`src/hdl/rrs_pkg.sv`:
```
// shared types, constants and codes of the relocation run scanner
`timescale 1ns / 1ps

package rrs_pkg;

  localparam int OFFSET_BITS_DEF = 32;
  localparam int RECORD_WORDS    = 3;
  localparam int RECORD_BYTES    = RECORD_WORDS * 8;
  localparam int COUNT_W         = 28;
  localparam int CFG_W           = 32;
  localparam int CFG_IDX_W       = 2;

  localparam logic [COUNT_W-1:0] COUNT_MAX = '1;

  // register indexes
  localparam logic [CFG_IDX_W-1:0] CFG_RECORD_TYPE = 2'd0;
  localparam logic [CFG_IDX_W-1:0] CFG_SCAN_LIMIT  = 2'd1;
  localparam logic [CFG_IDX_W-1:0] CFG_MIN_RUN     = 2'd2;

  // register reset values
  localparam logic [31:0]        RECORD_TYPE_RST = 32'd8;
  localparam logic [31:0]        SCAN_LIMIT_RST  = 32'd67108864;
  localparam logic [COUNT_W-1:0] MIN_RUN_RST     = 28'd1000;

  // scan mode codes: searching and judging the next record; the codes between mean inside a record
  localparam logic [1:0] MODE_SEARCH = 2'd0;
  localparam logic [1:0] MODE_JUDGE  = 2'(RECORD_WORDS);

  // queue between front and back
  localparam int Q_DEPTH = 2;
  localparam int Q_PTR_W = 1;
  localparam int Q_CNT_W = 2;

  typedef struct packed {
    logic [63:0] file_word;
    logic        is_last;
  } in_word_t;

  typedef struct packed {
    logic               table_found;
    logic [31:0]        run_start_offset;
    logic [COUNT_W-1:0] run_length;
  } out_word_t;

  typedef struct packed {
    logic [31:0]        record_type;
    logic [31:0]        scan_limit;
    logic [COUNT_W-1:0] min_run;
  } cfg_t;

  // one classified word, as handed from front to back
  typedef struct packed {
    logic [63:0] offset;     // first word of the record ending here
    logic [31:0] start;      // byte offset of that record
    logic        type_ok;    // second word matches the record type
    logic        cand_ok;    // record may open a new run
    logic        search_ok;  // a full record is in the window
    logic        last;
  } class_t;

endpackage

```
`src/hdl/rrs_front.sv`:
```
// front end: word window, position counter and per-word record classification
`timescale 1ns / 1ps

module rrs_front import rrs_pkg::*; #(
  parameter int OFFSET_BITS = OFFSET_BITS_DEF
) (
  input  logic     clk_i,
  input  logic     rst_ni,
  input  cfg_t     cfg_i,
  input  in_word_t in_word_i,
  input  logic     push_i,
  output class_t   entry_o
);

  localparam int CW = (OFFSET_BITS + 4 > 33) ? OFFSET_BITS + 4 : 33;

  logic [OFFSET_BITS-1:0] pos_q, pos_d;
  logic [63:0]            w1_q, w2_q;
  logic [CW-1:0]          pos_ext, start_ext, end_ext, limit_ext;
  logic                   pos_sat, type_ok;

  assign pos_ext   = CW'(pos_q);
  assign start_ext = CW'((pos_ext - CW'(RECORD_WORDS - 1)) << 3);
  assign end_ext   = start_ext + CW'(RECORD_BYTES);
  assign limit_ext = CW'(cfg_i.scan_limit);
  assign pos_sat   = &pos_q;
  // window after this word: w1_q, w2_q, incoming word
  assign type_ok   = (w2_q == {32'b0, cfg_i.record_type});

  always_comb begin
    entry_o.offset    = w1_q;
    entry_o.start     = start_ext[31:0];
    entry_o.type_ok   = type_ok;
    entry_o.search_ok = (pos_q >= OFFSET_BITS'(RECORD_WORDS - 1));
    entry_o.cand_ok   = !pos_sat && (end_ext <= limit_ext) && type_ok && !w1_q[63]
                        && entry_o.search_ok;
    entry_o.last      = in_word_i.is_last;
  end

  always_comb begin
    pos_d = pos_q;
    if (in_word_i.is_last) begin
      pos_d = '0;
    end else if (!pos_sat) begin
      pos_d = pos_q + OFFSET_BITS'(1);
    end
  end

  always_ff @(posedge clk_i or negedge rst_ni) begin
    if (!rst_ni) begin
      pos_q <= '0;
    end else if (push_i) begin
      pos_q <= pos_d;
    end
  end

  always_ff @(posedge clk_i) begin
    if (push_i) begin
      w1_q <= w2_q;
      w2_q <= in_word_i.file_word;
    end
  end

endmodule

```
`src/hdl/rrs_queue.sv`:
```
// two-entry queue of classified words between front and back
`timescale 1ns / 1ps

module rrs_queue import rrs_pkg::*; (
  input  logic   clk_i,
  input  logic   rst_ni,
  input  logic   push_i,
  input  class_t entry_i,
  input  logic   pop_i,
  output logic   full_o,
  output logic   valid_o,
  output class_t head_o
);

  class_t               mem_q [Q_DEPTH];
  logic [Q_PTR_W-1:0]   wr_q, rd_q;
  logic [Q_CNT_W-1:0]   cnt_q;

  assign full_o  = (cnt_q == Q_CNT_W'(Q_DEPTH));
  assign valid_o = (cnt_q != '0);
  assign head_o  = mem_q[rd_q];

  always_ff @(posedge clk_i or negedge rst_ni) begin
    if (!rst_ni) begin
      wr_q  <= '0;
      rd_q  <= '0;
      cnt_q <= '0;
    end else begin
      if (push_i) begin
        wr_q <= wr_q + Q_PTR_W'(1);
      end
      if (pop_i) begin
        rd_q <= rd_q + Q_PTR_W'(1);
      end
      if (push_i && !pop_i) begin
        cnt_q <= cnt_q + Q_CNT_W'(1);
      end else if (pop_i && !push_i) begin
        cnt_q <= cnt_q - Q_CNT_W'(1);
      end
    end
  end

  always_ff @(posedge clk_i) begin
    if (push_i) begin
      mem_q[wr_q] <= entry_i;
    end
  end

endmodule

```
`src/hdl/rrs_back.sv`:
```
// back end: run tracking, best run bookkeeping and result register
`timescale 1ns / 1ps

module rrs_back import rrs_pkg::*; (
  input  logic               clk_i,
  input  logic               rst_ni,
  input  logic [COUNT_W-1:0] min_run_i,
  input  logic               q_valid_i,
  input  class_t             head_i,
  output logic               pop_o,
  output logic               out_valid_o,
  output out_word_t          out_word_o,
  input  logic               out_stall_i
);

  logic [1:0]         mode_q, mode_d;
  logic [31:0]        run_start_q, run_start_d, best_start_q, best_start_d;
  logic [COUNT_W-1:0] run_count_q, run_count_d, best_cnt_q, best_cnt_d;
  logic [63:0]        prev_q, prev_d;
  logic               out_valid_q;
  out_word_t          out_q;
  logic               extend;

  // a last word needs the result register free
  assign pop_o = q_valid_i && !(head_i.last && out_valid_q && out_stall_i);

  assign extend = head_i.type_ok && ($signed(head_i.offset) > $signed(prev_q));

  always_comb begin
    mode_d      = mode_q;
    run_start_d = run_start_q;
    run_count_d = run_count_q;
    prev_d      = prev_q;
    case (mode_q)
      MODE_SEARCH, MODE_JUDGE: begin
        if (mode_q == MODE_JUDGE && extend) begin
          if (run_count_q != COUNT_MAX) begin
            run_count_d = run_count_q + COUNT_W'(1);
          end
          prev_d = head_i.offset;
          mode_d = 2'(1);
        end else if (mode_q == MODE_JUDGE || head_i.search_ok) begin
          if (head_i.cand_ok) begin
            run_start_d = head_i.start;
            run_count_d = COUNT_W'(1);
            prev_d      = head_i.offset;
            mode_d      = 2'(1);
          end else begin
            run_count_d = '0;
            prev_d      = '1;
            mode_d      = MODE_SEARCH;
          end
        end
      end
      default: begin
        mode_d = mode_q + 2'(1);
      end
    endcase
    best_cnt_d   = best_cnt_q;
    best_start_d = best_start_q;
    if (run_count_d > best_cnt_q) begin
      best_cnt_d   = run_count_d;
      best_start_d = run_start_d;
    end
  end

  always_ff @(posedge clk_i or negedge rst_ni) begin
    if (!rst_ni) begin
      mode_q       <= MODE_SEARCH;
      run_start_q  <= '0;
      run_count_q  <= '0;
      prev_q       <= '1;
      best_start_q <= '0;
      best_cnt_q   <= '0;
      out_valid_q  <= 1'b0;
    end else begin
      if (out_valid_q && !out_stall_i) begin
        out_valid_q <= 1'b0;
      end
      if (pop_o) begin
        if (head_i.last) begin
          mode_q       <= MODE_SEARCH;
          run_start_q  <= '0;
          run_count_q  <= '0;
          prev_q       <= '1;
          best_start_q <= '0;
          best_cnt_q   <= '0;
          out_valid_q  <= 1'b1;
        end else begin
          mode_q       <= mode_d;
          run_start_q  <= run_start_d;
          run_count_q  <= run_count_d;
          prev_q       <= prev_d;
          best_start_q <= best_start_d;
          best_cnt_q   <= best_cnt_d;
        end
      end
    end
  end

  always_ff @(posedge clk_i) begin
    if (pop_o && head_i.last) begin
      out_q.table_found      <= (best_cnt_d >= min_run_i);
      out_q.run_start_offset <= best_start_d;
      out_q.run_length       <= best_cnt_d;
    end
  end

  assign out_valid_o = out_valid_q;
  assign out_word_o  = out_q;

endmodule

```
`src/hdl/relocation_run_scanner_top.sv`:
```
// top level of the relocation run scanner
`timescale 1ns / 1ps

// usage
//   input channel: one 64-bit file word per word, in file order, is_last on
//   the final word; words are taken whenever in_valid_i is high and
//   in_stall_o is low
//   output channel: exactly one result word per file, after the last word:
//   earliest longest run (start byte offset, record count) and table_found
//   throughput: one word per cycle while in_stall_o is low; the front
//   classifies each word against a three-word window as it is taken, the
//   back updates the run state one queued word per cycle while it can pop
//   result path: the last word passes the queue, then the output register
//   receiver stall: the result holds in the output register; the back then
//   halts only at the next last word, the two-entry queue fills and
//   in_stall_o rises while it is full
//   reset: registers return to 8, 64 MiB and 1000, scan state is cleared;
//   after each result the scan state clears again for the next file
//   configuration: plain write port; the user writes it only while no file
//   is in flight, and the block itself does not enforce this

module relocation_run_scanner_top import rrs_pkg::*; #(
  parameter int OFFSET_BITS = OFFSET_BITS_DEF
) (
  input  logic                 clk_i,
  input  logic                 rst_ni,
  // configuration write port
  input  logic                 cfg_we_i,
  input  logic [CFG_IDX_W-1:0] cfg_idx_i,
  input  logic [CFG_W-1:0]     cfg_data_i,
  // input words
  input  logic                 in_valid_i,
  input  in_word_t             in_word_i,
  output logic                 in_stall_o,
  // result words
  output logic                 out_valid_o,
  output out_word_t            out_word_o,
  input  logic                 out_stall_i
);

  cfg_t   cfg_q;
  logic   push, q_full, q_valid, pop;
  class_t entry, head;

  // configuration registers
  always_ff @(posedge clk_i or negedge rst_ni) begin
    if (!rst_ni) begin
      cfg_q.record_type <= RECORD_TYPE_RST;
      cfg_q.scan_limit  <= SCAN_LIMIT_RST;
      cfg_q.min_run     <= MIN_RUN_RST;
    end else if (cfg_we_i) begin
      case (cfg_idx_i)
        CFG_RECORD_TYPE: cfg_q.record_type <= cfg_data_i;
        CFG_SCAN_LIMIT:  cfg_q.scan_limit  <= cfg_data_i;
        CFG_MIN_RUN:     cfg_q.min_run     <= cfg_data_i[COUNT_W-1:0];
        default: begin
        end
      endcase
    end
  end

  // stall only while the queue is full
  assign in_stall_o = q_full;
  assign push       = in_valid_i && !q_full;

  // window and classification of each taken word
  rrs_front #(
    .OFFSET_BITS(OFFSET_BITS)
  ) u_front (
    .clk_i     (clk_i),
    .rst_ni    (rst_ni),
    .cfg_i     (cfg_q),
    .in_word_i (in_word_i),
    .push_i    (push),
    .entry_o   (entry)
  );

  // decouples the front from a stalled back
  rrs_queue u_queue (
    .clk_i   (clk_i),
    .rst_ni  (rst_ni),
    .push_i  (push),
    .entry_i (entry),
    .pop_i   (pop),
    .full_o  (q_full),
    .valid_o (q_valid),
    .head_o  (head)
  );

  // run state machine and result register
  rrs_back u_back (
    .clk_i       (clk_i),
    .rst_ni      (rst_ni),
    .min_run_i   (cfg_q.min_run),
    .q_valid_i   (q_valid),
    .head_i      (head),
    .pop_o       (pop),
    .out_valid_o (out_valid_o),
    .out_word_o  (out_word_o),
    .out_stall_i (out_stall_i)
  );

  // a taken word is always waiting in the queue at the next edge
  a_push_lands: assert property (@(posedge clk_i) disable iff (!rst_ni)
    push |=> q_valid)
    else $error("taken word missing from queue");

  // the found flag agrees with the reported length
  a_found_flag: assert property (@(posedge clk_i) disable iff (!rst_ni)
    out_valid_o |-> (out_word_o.table_found == (out_word_o.run_length >= cfg_q.min_run)))
    else $error("table_found disagrees with run_length");

  // no run means a zero start offset
  a_empty_start: assert property (@(posedge clk_i) disable iff (!rst_ni)
    (out_valid_o && out_word_o.run_length == '0) |-> (out_word_o.run_start_offset == '0))
    else $error("start offset without a run");

  // the back never pops an empty queue
  a_pop_valid: assert property (@(posedge clk_i) disable iff (!rst_ni)
    pop |-> q_valid)
    else $error("pop from empty queue");

endmodule
```
`config.mk`:
```
export PLATFORM = sky130hd
export DESIGN_NAME = relocation_run_scanner_top
export DESIGN_NICKNAME = d
export VERILOG_FILES = /design/src/hdl/rrs_pkg.sv /design/src/hdl/rrs_front.sv /design/src/hdl/rrs_queue.sv /design/src/hdl/rrs_back.sv /design/src/hdl/relocation_run_scanner_top.sv
export SDC_FILE = /design/constraint.sdc
export NUM_CORES = 1
export LEC_CHECK = 0
export ABC_AREA = 1
export BUFFER_PORTS_ARGS = -buffer_cell sky130_fd_sc_hd__buf_2
export CAP_MARGIN = 20
export CORE_AREA = 2 2 343 243
export CTS_CLUSTER_SIZE = 40
export DETAILED_ROUTE_END_ITERATION = 12
export DIE_AREA = 0 0 345 245
export SETUP_SLACK_MARGIN = 0.05
export SLEW_MARGIN = 40
export SYNTH_ARGS = -nofsm -noshare
export SYNTH_HDL_FRONTEND = slang
export SYNTH_HIERARCHICAL = 1
export SYNTH_SLANG_ARGS = --single-unit
```
`constraint.sdc`:
```
create_clock -name clk_i -period 18 [get_ports clk_i]
set_input_delay 1.8 -clock clk_i [delete_from_list [all_inputs] [get_ports clk_i]]
set_output_delay 1.8 -clock clk_i [all_outputs]
set_load 0.02 [all_outputs]
```
* After elaboration in Yosys (flattened, before gate mapping)
Memories as Yosys holds them, arrays and structs flattened.
Cells that the tools add are included.
** Operators by class
- Add/sub/neg operators :: 9
- Order comparisons :: 5
- Eq/ne operators :: 8
- Muxes and demuxes :: 34
- Reduce and logical (&&, ||, !) cells :: 36
** Operators by type and width (count)
- 64-bit 2-to-1 mux :: 5
- 32-bit 2-to-1 mux :: 9
- 28-bit 2-to-1 mux :: 7
- 64-bit by 32-bit equality test with 1-bit output :: 1
- 64-bit greater-than comparator :: 1
- 36-bit by 5-bit adder with 36-bit output (second input constant) :: 1
- 36-bit by 32-bit less-or-equal comparator with 1-bit output :: 1
- 32-bit by 2-bit subtractor with 33-bit output (second input constant) :: 1
- 32-bit by 1-bit adder with 32-bit output (second input constant) :: 1
- 32-bit by 2-bit >= comparator with 1-bit output (second input constant) :: 1
- 32-bit AND reduction :: 1
- 28-bit by 1-bit adder with 28-bit output (second input constant) :: 1
- 28-bit >= comparator :: 1
- 28-bit greater-than comparator :: 1
- 28-bit != test (second input constant) :: 1
- 1-bit logical AND :: 14
- 2-bit 2-to-1 mux :: 6
- 2-bit AND reduction :: 5
- 1-bit logical NOT :: 7
- 1-bit 2-to-1 mux :: 7
- 2-bit equality test (second input constant) :: 3
- 2-bit nonzero test :: 3
- 2-bit by 1-bit adder with 2-bit output (second input constant) :: 2
- 2-bit logical NOT :: 2
- 9 further kinds :: 10
** Word-level totals
- Bits in registers :: 504
- RAM bits :: 194
- Input bits :: 104
- Output and inout port bits :: 63
- Word-level logic and storage cells :: 112
- Memories :: 1
** Memory list
- u_queue.mem_q :: depth 2, width 97, read ports 1, clocked after memory_dff 0, write ports 1, line rrs_queue.sv:15 : class_t mem_q [Q_DEPTH];

* Depth between registers and ports, before layout
Gate-level depths: netlist of run 1.
An unclocked memory read counts as a cell.
- Depth in word-level cells :: 9
- Gate-level depth with buffers :: 45
- Mapped depth without buffers :: 42

* By module
Netlist of run 1, hierarchy kept.
** Modules (own cells, without submodules)
- rrs_back :: times used 1, cells each 1954, area each 15538.7 sq um, seq. area each 6591.3 sq um
- rrs_front :: times used 1, cells each 994, area each 9018.6 sq um, seq. area each 4644.5 sq um
- rrs_queue :: times used 1, cells each 336, area each 7872.6 sq um, seq. area each 6105.9 sq um
- relocation_run_scanner_top :: times used 1, cells each 411, area each 3789.9 sq um, seq. area each 2312.2 sq um

* Least setup slack after synthesis of run 1
No wires, ideal clock.
- Kind :: input to register
- From :: input in_valid_i
- To :: memory u_queue/mem_q[0][0] (netlist bit), enable pin
- Arrival time :: 11.947 ns
- Data required time :: 17.441 ns
- Slack :: 5.494 ns
- Cell stages on the path :: 4
- Path buffers :: 0
- Cell sequence :: inv_1 > nor2_1 > inv_1 > nor2_1
** On the way
- Longest elaborated chain between the ends :: 3
** Ends and longest elaborated chain
- from (decl) :: line relocation_run_scanner_top.sv:32 : input logic in_valid_i,
- 1-bit logical AND :: line relocation_run_scanner_top.sv:64 : assign push = in_valid_i && !q_full;
- named net push :: line relocation_run_scanner_top.sv:42 : logic push, q_full, q_valid, pop;
- 1-bit 2-to-1 mux :: line rrs_queue.sv:44 : if (push_i) begin
- 1-bit 2-to-1 mux (not written as such) :: line rrs_queue.sv:45 : mem_q[wr_q] <= entry_i;
- to (decl) :: line rrs_queue.sv:15
The timed path passes the listed nets, and every way through them passes these cells.

==> impl_metrics.json, run 1 <==
{
  "synth_top_area_share_pct": 32.25,
  "track_usage_pct": 22.18,
  "finalClockSkew_ns": 0.02986,
  "path_clk_slew_ns": 0.06,
  "yosysUniqueCellTypes": 63,
  "syn_area_per_cell_um2": 9.802,
  "rsz0062_at_grt": "no",
  "grt_pass1_wl_um": 145600,
  "clockBufferDepth": 3,
  "syn_inst": 3695,
  "dp_slack_ns": 9.745,
  "avgRoutedWirePerCell_um": 18.84,
  "ys_async_sr_fraction_pct": 44.74,
  "finish.utilization_pct": 49.63,
  "fillers": 7528,
  "fp.dieH_um": 245,
  "cts-root-buf": "clkbuf_16",
  "detail_route.iter0.violations": 2552,
  "wl_met1_um": 47020,
  "multiInputGateArea_um2": 14260,
  "die_area_um2": 84530,
  "syn_to_final_growth_pct": 11.65,
  "cts_resized": 0,
  "synth_xor_area_share_pct": 1.903,
  "synthTopCellsByArea": "edfxtp_1 (32%), dfrtp_1 (17%), nand2_1 (9.3%), ha_1 (5.5%), dfstp_2 (5.2%)",
  "fin_total_pwr_mw": 8.589,
  "finalSetupTns_ns": 0,
  "fin_nets": 4079,
  "cp_max_fo": 50,
  "drv_cap": 0,
  "cts_tree": "done",
  "numCtsBuffers": 73,
  "synthFlopType": "edfxtp_1",
  "fin_crit_sh_pct": 47.03,
  "cpMostUsedCell": "nand2_1",
  "status": "finished, final reports clean",
  "postCtsSetupBuffers": 0,
  "drive_above_1_share_pct": 16.64,
  "grt_max_degree": 95,
  "cts_sinks": 704,
  "clk_latency_ns": 0.63,
  "drt_wl_total_um": 93370,
  "ios": 167,
  "p_per_area_nw_per_um2": 212.4,
  "p_leak_nw": 18.63,
  "row_count": 88,
  "synthMuxAreaShare_pct": 4.042,
  "yosysTopAreaCell": "edfxtp_1",
  "start_util_pct": 44.45,
  "antenna_left": 0,
  "arrival_ns": 8.83,
  "fmax_mhz": 118.1,
  "critPathMaxStageDelay_ns": 0.77,
  "syn-cell-area_um2": 36220,
  "via_per_inst": 5.232,
  "synth-seq-cells": 704,
  "dieWidth_um": 345,
  "drv_slew": 0,
  "top_layer_used": "met5",
  "synth_warnings": 6,
  "antenna_cells": 0,
  "gp_congestion": 0.9383,
  "core_region_area_um2": 81480,
  "synth_top_family_by_area": "simple AND/OR/NAND/NOR gates",
  "synth_compound_gate_area_share_pct": 6.581,
  "max-vdd-ir-drop_v": 0.0001820,
  "io_buffers": 166,
  "endpoint_kind": "flop",
  "hold_viol_final": 0,
  "synthAdderAreaFrac_pct": 5.458,
  "wl_met3_um": 7355,
  "vias": 25935,
  "seq_area_um2": 19660,
  "tightest_slew_ns": 0.9490,
  "slowest_stage": "a21boi_0",
  "crit_required_ns": 18.37,
  "fin_crit_ns": 8.466,
  "crit_type": "reg2reg",
  "grt-ovfl-total": 0,
  "min_path_type": "reg2reg",
  "firstDrtPassIters": 6,
  "hold_buffers": 0,
  "synth-seq-area-share_pct": 54.26,
  "fin_ws_ns": 9.534,
  "route.met2.wl_um": 37380,
  "antenna_found_initial": 1,
  "synth_edf_count": 389,
  "yosys.area_share.simple_pct": 21.17,
  "htreeDepth": 3,
  "start_kind": "flop",
  "max_slew_margin_pct": 36.16,
  "grt_pass1_vias": 24644,
  "setup_viol": 0,
  "hpwl_um": 65370,
  "post-route-drc-count": 0
}
==> cell type report <==
class	count	share of cell area, %
Sequential cell	704	48.61
Multi-Input combinational cell	2444	35.26
Clock buffer	94	4.991
Inverter	399	3.713
Tap cell	1080	3.341
Timing Repair Buffer	195	2.778
Clock inverter	41	1.312
==> worst max-delay path: cells and delay by family (launching register included) <==
| family | cells | cell delay (ns) |
|---|---|---|
| buf+inv | 4 | 1.53 |
| mux | 1 | 0.37 |
| flops | 1 | 0.60 |
| compound gates | 8 | 1.81 |
| fa+ha+maj | 3 | 1.02 |
| simple gates | 18 | 2.81 |
==> cells in the mapped netlist, types with 8 or more instances <==
cell type  instances
dfrtp_1          243
buf_4             19
nor3_1           114
a21oi_1          156
o22ai_1           52
nor2_1           260
xor2_1            56
buf_1              9
a211oi_1          10
mux2_4            90
buf_2             34
ha_1             158
inv_1            386
buf_6              8
inv_2             11
nand2_2           17
mux2_2            10
clkbuf_1          71
nand3_1          184
and2_1            11
buf_12             9
dfstp_2           72
o21ai_2           32
a21boi_1          45
xnor2_1           19
nand2_1          900
nor2_2            18
or2_2             34
o21ai_0           58
nand4_1          131
o21a_1            12
edfxtp_1         389
==> layer usage <==
| metal | vias to the layer above | GRT usage [%] |
|---|---|---|
| met4 | 2 | 5.031 |
| met1 | 12346 | 34.97 |
| met5 | - | 0 |
| met3 | 97 | 5.070 |
| met2 | 835 | 30.53 |
| li1 | 12655 | - |
==> power by group <==
group          switching, mW  internal [mW]  leakage, nW
sequential             0.221           2.42         7.61
combinational           2.89           1.45         9.78
clock                  0.660          0.946         1.24
total                   3.77           4.81         18.6
==> flip-flops by register name, indices dropped and copies added, names as in the netlist, 2 cells and up <==
name	flops
u_front/pos_q	32
u_back/mode_q	2
u_queue/mem_q	200
u_front/w1_q	64
u_back/best_start_q	32
u_back/out_word_o	61
u_back/prev_q	64
u_front/w2_q	64
cfg_q	92
u_queue/cnt_q	2
u_back/run_count_q	28
u_back/run_start_q	32
u_back/best_cnt_q	28
==> logic make-up after synthesis <==
group / after synthesis
buffers and inverters: 549
AO/OA/AOI/OAI: 391
flip-flops: 704
adder cells (fa/ha/maj): 158
XOR/XNOR: 77
other: 1
AND/OR/NAND/NOR: 1715
multiplexers: 100
==> worst paths after layout <==
| kind | start | to | cells past startpoint | slack (ns) |
|---|---|---|---|---|
| worst max-delay path | u_queue/rd_q | u_back/out_word_o[60] | 34 | 9.53 |
| worst min-delay path | u_front/w1_q[22] | u_queue/mem_q[0][58] | 0 | 0.44 |
| worst max register to register | u_queue/rd_q | u_back/out_word_o[60] | 34 | 9.53 |
| worst min register to register | u_front/w1_q[22] | u_queue/mem_q[0][58] | 0 | 0.44 |
| max in group asynchronous | rst_ni | cfg_q[57] | 3 | 15.18 |
| min in group asynchronous | rst_ni | u_back/out_valid_o | 1 | 1.20 |
==> layout by cell type, fill, tap and decap left out, types with 16 or more instances in the layout <==
cell type,instances
o21ai_0,58
xor2_1,56
nand4_1,131
dfrtp_1,242
inv_1,384
nor3_1,114
clkbuf_16,75
mux2_4,90
o21ai_2,32
o22ai_1,52
or2_2,34
buf_4,16
ha_1,158
nand2_2,18
nor2_2,18
a21boi_1,45
edfxtp_1,389
a21oi_1,156
xnor2_1,19
buf_2,165
nand3_1,184
dfstp_2,72
nor2_1,256
nand2_1,899
==> stage by stage <==
step	instance area (um^2)	instances	hold slack, ns
after detailed placement	37870	4822	0.4296
after global routing	40440	4957	0.4487
after global placement	37810	4821	0.4235
after CTS	40420	4957	0.4438
after floorplan	36230	3697	0.4215
final	40440	4957	0.4424
(Power assumes the default switching activity.)
==> inputs of run 2 (changes only) <==
==> constraint.sdc (replaced) <==
create_clock -name clk_i -period 7.5 [get_ports clk_i]
set_input_delay 0.75 -clock clk_i [delete_from_list [all_inputs] [get_ports clk_i]]
set_output_delay 0.75 -clock clk_i [all_outputs]
set_load 0.02 [all_outputs]
==> run 2 against run 1 <==
  * Utilization up 0.21 points
  * Wire length down 0.19%
  * Flip-flop and latch count unchanged
  * Maximum frequency up 22%
  * Clock skew up 0.0032 ns
  * Register-to-register slack worse by 9.0 ns
  * Sequential share of layout area down 0.21 points
  * Critical path type unchanged
  * Critical endpoint unchanged
==> impl_metrics.json, run 2 (same netlist as run 1, synthesis figures left out) <==
{
  "antenna_cells": 0,
  "p_per_area_nw_per_um2": 511.9,
  "crit_type": "reg2reg",
  "min_path_type": "in2reg",
  "p_leak_nw": 18.73,
  "fmax_mhz": 144.3,
  "r2r-end": "u_back/out_word_o[60]",
  "path_clk_slew_ns": 0.06,
  "finalClockSkew_ns": 0.03305,
  "switching_power_mw": 9.068,
  "finalSetupTns_ns": 0,
  "rsz0062_at_grt": "no",
  "row_count": 88,
  "cts_sinks": 704,
  "max-vdd-ir-drop_v": 0.0004237,
  "grt_pass1_vias": 24615,
  "start_kind": "flop",
  "critPathMaxStageDelay_ns": 0.64,
  "rr_worst_depth": 36,
  "drv_cap": 0,
  "power_frac_comb_pct": 51.3,
  "max_slew_margin_pct": 45.97,
  "post-route-drc-count": 0,
  "fp.dieH_um": 245,
  "hp-start": "in_word_i[2]",
  "power_frac_seq_pct": 30.5,
  "die_area_um2": 84530,
  "status": "finished, final reports clean",
  "sw_frac_of_total_pct": 43.61,
  "drv_slew": 0,
  "antenna_left": 0,
  "start_util_pct": 44.45,
  "crit_required_ns": 7.88,
  "syn_to_final_growth_pct": 12.14,
  "fin_crit_sh_pct": 92.41,
  "cts-root-buf": "clkbuf_16",
  "fin_nets": 4102,
  "largest_register": "u_queue/mem_q",
  "io_buffers": 166,
  "use_met1_pct": 33.89,
  "hold_depth": 1,
  "min_to": "u_front/w2_q[1]",
  "intPower_mw": 11.72,
  "place_area_um2": 38020,
  "slowest_stage": "dfrtp_4",
  "avgRoutedWirePerCell_um": 18.71,
  "firstDrtPassIters": 5,
  "busiest_layer": "met1",
  "mostFrequentLayoutCells": "nand2_1 (900), edfxtp_1 (389), inv_1 (384), nor2_1 (255), dfrtp_1 (242)",
  "ios": 167,
  "via_per_inst": 5.233,
  "setup_viol": 0,
  "endpoint_kind": "flop",
  "clockBufferDepth": 3,
  "antenna_found_initial": 5,
  "clkPwrFrac_pct": 18.2,
  "vias": 26070,
  "grt-ovfl-total": 0,
  "drt_wl_total_um": 93190,
  "drive_above_1_share_pct": 16.86,
  "reg_top3": "u_queue/mem_q: 200 flops, cfg_q: 92 flops",
  "cpMostUsedCell": "nand2_1",
  "reg2reg_setup_slack_ns": 0.57,
  "r2r_start": "u_queue/rd_q",
  "track_usage_pct": 22.03,
  "fin_crit_ns": 6.930,
  "numCtsBuffers": 74,
  "cts_tree": "done",
  "clk_latency_ns": 0.64,
  "postCtsSetupBuffers": 0,
  "core_region_area_um2": 81480,
  "grt_max_degree": 116,
  "hpwl_um": 65420,
  "htreeDepth": 3,
  "cp_max_fo": 25,
  "met3_usage_pct": 5.737,
  "gp_congestion": 0.9516,
  "tightest_slew_ns": 0.8074,
  "grt_pass1_wl_um": 144200,
  "hold_viol_final": 0,
  "arrival_ns": 7.31,
  "detail_route.iter0.violations": 2303,
  "finalInstanceArea_um2": 40620,
  "dieWidth_um": 345,
  "use_met2_pct": 30.39,
  "layout_commonest_cell": "nand2_1",
  "largest_register_ffs": 200
}
-- run 2: worst max-delay path by stage --
stage	from	to	slack, ns	depth (start not counted)
6_report	u_queue/rd_q	u_back/out_word_o[60]	0.57	36
5_1_grt	u_queue/rd_q	u_back/out_word_o[60]	0.11	35
4_1_cts	u_queue/rd_q	u_back/out_word_o[60]	0.44	35
3_5_place_dp	u_queue/rd_q	u_back/out_word_o[60]	0.48	35
3_3_place_gp	u_queue/rd_q	u_back/out_word_o[60]	0.51	35
2_1_floorplan	in_valid_i	u_queue/mem_q[0][0]	1.48	4
-- run 2: power groups by stage --
stage	clock network (mW)	logic, mW	registers [mW]
final	3.78	10.7	6.34
after global routing	4.03	11.9	6.45
after CTS	3.88	10.6	6.35
after detailed placement	0	10.5	6.42
after global placement	0	10.4	6.40
after floorplan	0	7.35	6.46
-- run 2: final cells by class --
class	count	area, um^2
Fill cell	7550	40860
Inverter	399	1501
Clock buffer	100	2053
Multi-Input combinational cell	2444	14280
Clock inverter	38	435.4
Timing Repair Buffer	217	1340
Sequential cell	704	19660
Tap cell	1080	1351
-- run 2: layer usage --
layer	vias to the layer above	wire length, um	part of all wire, %
met5	-	31	0.033
met4	6	2172	2.3
met3	121	7714	8.3
met2	793	37100	40
met1	12440	46180	50
li1	12710	-	-
-- run 2: through the flow --
step | utilization [%] | std cells | total power, mW | setup WS [ns] | hold slack [ns]
2_1_floorplan | - | 3697 | 13.81 | 1.484 | 0.4215
3_3_place_gp | 46.62 | 4838 | 16.76 | 0.5127 | 0.4233
3_5_place_dp | 46.66 | 4840 | 16.95 | 0.4776 | 0.4290
4_1_cts | 49.72 | 4978 | 20.81 | 0.4427 | 0.1792
5_1_grt | 49.85 | 4982 | 22.38 | 0.1063 | 0.2600
6_report | 49.85 | 4982 | 20.79 | 0.5695 | 0.2881
-- run 2: worst max-delay path, delay by kind of cell (launching register included) --
| family | cells | cell delay, ns |
|---|---|---|
| AO/OA/AOI/OAI | 7 | 1.34 |
| adder cells (fa/ha/maj) | 3 | 0.91 |
| buffers and inverters | 4 | 0.91 |
| flip-flops | 1 | 0.64 |
| multiplexers | 1 | 0.33 |
| AND/OR/NAND/NOR | 21 | 2.48 |
-- run 2: what timing repair did --
action                                  CTS  global route
hold buffers                              0             1
endpoints found under the setup margin    0             1
endpoints found under the hold margin     0             6
resized for setup                         0             2
